`config.mk`:
```
export PLATFORM = sky130hd
export DESIGN_NAME = cts_isqrt
export DESIGN_NICKNAME = d
export VERILOG_FILES = /design/src/hw/rtl/cts_isqrt.sv
export SDC_FILE = /design/constraint.sdc
export NUM_CORES = 2
export LEC_CHECK = 0
export BUFFER_PORTS_ARGS = -buffer_cell sky130_fd_sc_hd__buf_2
export CORE_MARGIN = 1.5
export CORE_UTILIZATION = 25
export DETAILED_ROUTE_END_ITERATION = 7
export PLACE_DENSITY = 0.38
export SYNTH_ARGS = -nofsm -noshare
export SYNTH_HDL_FRONTEND = slang
export SYNTH_SLANG_ARGS = --single-unit
export TNS_END_PERCENT = 1
```
`constraint.sdc`:
```
create_clock -name clk_i -period 3.7 [get_ports clk_i]
set_input_delay 0.74 -clock clk_i [delete_from_list [all_inputs] [get_ports clk_i]]
set_output_delay 0.74 -clock clk_i [all_outputs]
set_load 0.005 [all_outputs]
```
`src/hw/rtl/cts_isqrt.sv`:
```
module cts_isqrt #(
  parameter int unsigned W = 64
) (
  input  logic             clk_i,
  input  logic [W-1:0]     rad_i,
  output logic [W/2-1:0]   root_o
);
  localparam int unsigned N = W / 2;

  logic [W-1:0] rem_q [N];
  logic [N-1:0] r_q   [N];

  for (genvar k = 0; k < N; k++) begin : g_stage
    localparam int unsigned I = N - 1 - k;
    logic [W-1:0] rem_in;
    logic [N-1:0] r_in;
    logic [W-1:0] inc;

    if (k == 0) begin : g_first
      assign rem_in = rad_i;
      assign r_in   = '0;
    end else begin : g_next
      assign rem_in = rem_q[k-1];
      assign r_in   = r_q[k-1];
    end

    assign inc = (W'(r_in) << (I + 1)) | (W'(1) << (2 * I));

    always_ff @(posedge clk_i) begin
      if (rem_in >= inc) begin
        rem_q[k] <= rem_in - inc;
        r_q[k]   <= r_in | (N'(1) << I);
      end else begin
        rem_q[k] <= rem_in;
        r_q[k]   <= r_in;
      end
    end
  end

  assign root_o = r_q[N-1];

endmodule

```
======== After elaboration in Yosys (flattened, before gate mapping) ========
Memory sizes are Yosys's and may differ from the RTL's.
Index checks and enable logic that the tools add are counted.
storage, ports and cells
  ROM bits ................................ 0
  memory bits (writable) .................. 3072
  output and inout bits ................... 32
  logic and storage cells ................. 290
  bits in latches ......................... 0
  bits in registers ....................... 0
  bits of input ports ..................... 65
  memories ................................ 2
operators by class
  add/subtract/negate cells ............... 32
  reduce and logical (&&, ||, !) cells .... 0
  equal/unequal tests ..................... 0
  magnitude comparators ................... 32
  div/mod/pow operators ................... 0
  mux-type cells .......................... 160
  shift-type cells ........................ 0
  bitwise operators ....................... 64
  $mul .................................... 0
memories
  memory  words  width  read ports  clocked after Yosys merged registers in  write ports  RTL line  RTL
  rem_q   32     64     31          0                                        32           10        logic [W-1:0] rem_q [N];
  r_q     32     32     32          0                                        32           11        logic [N-1:0] r_q [N];
operator list
  operator          number
  $mux W64          32
  $mux W32          32
  $mux W1           96
  $ge A64 B33 Y1    1
  $ge A64 B34 Y1    1
  $ge A64 B35 Y1    1
  $ge A64 B36 Y1    1
  $ge A64 B37 Y1    1
  $ge A64 B38 Y1    1
  $ge A64 B39 Y1    1
  $ge A64 B40 Y1    1
  $ge A64 B41 Y1    1
  $ge A64 B42 Y1    1
  $ge A64 B43 Y1    1
  $ge A64 B44 Y1    1
  $ge A64 B45 Y1    1
  $ge A64 B46 Y1    1
  $ge A64 B47 Y1    1
  $ge A64 B48 Y1    1
  $ge A64 B49 Y1    1
  $ge A64 B50 Y1    1
  $ge A64 B51 Y1    1
  $ge A64 B52 Y1    1
  $ge A64 B53 Y1    1
  other kinds (44)  107

======== Longest topological paths before layout ========
An unclocked memory read counts as a cell.
  word-level depth ........................ 5
  depth in mapped cells ................... 15
  mapped depth without buffers ............ 13

======== Least setup slack after synthesis ========
No wires, ideal clock.
  path kind ............................... reg2reg
  start point ............................. memory rem_q[14][52] (netlist: rem_q[1][436])
  end point ............................... memory rem_q[15][36] (netlist: rem_q[1][484])
  clock period less this slack ............ 3248 ps
  cell stages (with the launch flop) ...... 9
  data required time ...................... 3579 ps
  buffers on the path ..................... 1
  setup time .............................. 121 ps
  arrival time ............................ 3127 ps
  path slack .............................. 452 ps
  cells stage by stage .................... dfxtp_1 or4_1 or3_1 or4_4 or4_4 or3_1 a211o_1 buf_6 mux2_4
RTL lines
  item                RTL line
  start: declaration  10

==> results.json <==
{
  "syn_inst": 9681,
  "cp_max_fo": 48,
  "clk_latency_ns": 0.87,
  "synthTopCellsByArea": "dfxtp_1, ha_1, xnor2_1, xor2_1, a21oi_1",
  "worst_pin_slew_ns": 1.32,
  "finalWorstPathRequiredPeriod_ns": 3.56,
  "max_slew_margin_pct": 11.2,
  "power.density_nw_per_um2": 788,
  "min_path_type": "in -> reg",
  "grt_pass1_wl_um": 462000,
  "io_pins": 97,
  "post-route-period-util_pct": 96.2,
  "worst-r2r-setup-slack_ns": 0.14,
  "cp.arrival_ns": 4.22,
  "synth_top_area_share_pct": 52.5,
  "postLayoutCellArea_um2": 115000,
  "final_cell_mix": "dfxtp_1, inv_1, nor2_1",
  "finalWeightedCongestion": 0.874,
  "synth_seq_cells": 2512,
  "synth_area_leader_cell": "dfxtp_1",
  "drive_above_1_share_pct": 10.6,
  "yosysSeqAreaShare_pct": 52.5,
  "num-fill-cells": 39400,
  "ant_nets": 0,
  "dpl_worst_slack_ns": -0.493,
  "die_area_um2": 387000,
  "p_sw_mw": 30.7,
  "start_kind": "register",
  "synth.distinct_cells": 94,
  "finalNetCount": 10900,
  "clockBufferDepth": 4,
  "via_count": 70000,
  "p_int_mw": 59.8,
  "leakage_nw": 51.3,
  "row_count": 227,
  "place_hpwl_um": 253000,
  "maxCapViolations": 0,
  "crit_start": "rem_q[2][435]$_DFF_P_",
  "ir_drop_uv": 441,
  "worstPathRequired_ns": 4.36,
  "first_pass_iters": 6,
  "overflow": 0,
  "grt_max_degree": 53,
  "critPathKind": "reg -> reg",
  "cts_buffers": 280,
  "combPwrFrac_pct": 25.1,
  "areaGrowthSynthToFinish_pct": 19.8,
  "place_area_um2": 105000,
  "layout_commonest_cell": "dfxtp_1",
  "finalHoldViolCount": 0,
  "synth_ff_type": "dfxtp_1",
  "status": "finished, final reports clean",
  "r2r-start": "rem_q[2][435]$_DFF_P_",
  "viasPerCell": 4.50,
  "die_w_um": 622,
  "clkSinkCount": 2512,
  "fin_util_pct": 30.1,
  "cp_slowest_stage_delay_ns": 0.49,
  "grt_pass1_vias": 72000,
  "drc": 0,
  "ctsHtreeMaxLevel": 5,
  "initial_utilization_pct": 25.1,
  "p_clk_share_pct": 30.8,
  "die_y_um": 622,
  "maxSlewViolCount": 0,
  "clock_skew_ns": 0.0594,
  "synth-edff-count": 0,
  "crit_buf_inv": 1,
  "synthArstFlopShare_pct": 0,
  "syn_avg_cell_area_um2": 9.90,
  "cp_top_family": "simple AND/OR/NAND/NOR gates",
  "port_buffers": 96,
  "yosysWarningCount": 0,
  "hold_start": "rad_i[63]",
  "end_kind": "register",
  "postLayoutSetupSlackWorst_ns": 0.140,
  "clk_pin_slew_worst_paths_ns": 0.06,
  "crit_chain": "nor4_2 -> nor4b_2 -> or4b_1 -> or4_1 -> or3_4 -> a311oi_4 -> buf_4 -> o21ai_0",
  "timing.hold.ws_ns": 0.137,
  "sw_frac_of_total_pct": 33.9,
  "wirelength_um": 310000,
  "grtUsageTotal_pct": 15.6,
  "routedWlPerCell_um": 19.9,
  "seqPwrFrac_pct": 44.1,
  "finalSetupViolCount": 0,
  "cp_slowest_cell": "or4b_1",
  "cts_tree": "done",
  "synth_fp_nets": 10300,
  "core_um2": 382000,
  "synth_area_um2": 95800,
  "max_freq_mhz": 281,
  "finalSetupTns_ns": 0,
  "antenna_found_initial": 10,
  "cts_root_buffer": "clkbuf_16",
  "grt_setup_unrepaired": "true",
  "drt-initial-drc-count": 3548
}
-- synthesized netlist by cell type, drive strengths merged (103+ instances only) --
cell	instances
a21o	228
dfxtp	2512
nand2	591
inv	698
o21ai	424
nand3	173
xor2	403
xnor2	484
nand4	174
nor3	262
a21oi	635
nand2b	103
nor2	693
clkbuf	173
nor4	331
ha	558
-- power by group through the flow --
| stage | Sequential (mW) | Combinational, mW | Clock, mW |
|---|---|---|---|
| after CTS | 40.1 | 23.0 | 28.8 |
| after detailed placement | 40.7 | 22.7 | 0 |
| final | 39.9 | 22.7 | 27.9 |
| after floorplan | 36.8 | 15.9 | 0 |
| after global placement | 40.7 | 22.7 | 0 |
| after global routing | 40.5 | 25.3 | 29.9 |
-- logic make-up (layout without fill, tap and decap cells) --
| group | after synthesis | after routing | share of synthesized area, % |
|---|---|---|---|
| flip-flops | 2512 | 2512 | 52.5 |
| other | 0 | 13 | 0 |
| AND/OR/NAND/NOR | 2882 | 2882 | 15.5 |
| adder cells (fa/ha/maj) | 558 | 558 | 7.29 |
| AO/OA/AOI/OAI | 1842 | 1842 | 12.0 |
| multiplexers | 95 | 95 | 1.12 |
| buffers and inverters | 905 | 1732 | 3.58 |
| XOR/XNOR | 887 | 887 | 8.11 |
-- worst paths after layout --
path | to | cells past startpoint
setup / recovery | rem_q[2][477]$_DFF_P_ | 8
setup reg to reg | rem_q[2][477]$_DFF_P_ | 8
hold reg to reg | r_q[20][19]$_DFF_P_ | 0
hold / removal | rem_q[0][63]$_DFF_P_ | 3
-- layer usage --
| metal | part of all wire (%) | track usage, % | vias to the layer above |
|---|---|---|---|
| li1 | - | - | 35100 |
| met1 | 40 | 17.3 | 33200 |
| met2 | 51 | 28.8 | 1131 |
| met3 | 2.8 | 1.73 | 493 |
| met4 | 6.2 | 8.70 | 0 |
| met5 | 0 | 0 | - |
-- worst min-delay path: cells and delay by family --
kind	cells	cell delay, ns
compound gates	1	0.11
buf+inv	1	0.09
simple gates	1	0.04
-- state kept, by name (all words and copies together), names as in the netlist --
| name | flops |
|---|---|
| r_q | 528 |
| rem_q | 1984 |
-- cell type report --
cell class / instances / area [um2] / area share, %
Clock inverter: 105 / 1220 / 1.06
Inverter: 700 / 2630 / 2.29
Antenna cell: 13 / 32.5 / 0.0283
Timing Repair Buffer: 541 / 4110 / 3.57
Sequential cell: 2512 / 50300 / 43.8
Multi-Input combinational cell: 6264 / 42300 / 36.8
Tap cell: 5038 / 6300 / 5.49
Clock buffer: 386 / 7980 / 6.95
-- through the flow --
step	power [mW]	cells
after floorplan	52.7	9681
after global placement	63.5	15000
after detailed placement	63.4	15000
after CTS	91.9	15500
after global routing	95.7	15600
final	90.5	15600
-- timing repair --
item,4_1_cts,5_1_grt
gates resized for setup,6,27
setup buffers,0,2
hold buffers,62,0
hold endpoints to repair,62,0
pin swaps,1,4
setup endpoints to repair,79,135
Note: power is estimated with default switching activity, not from simulation.
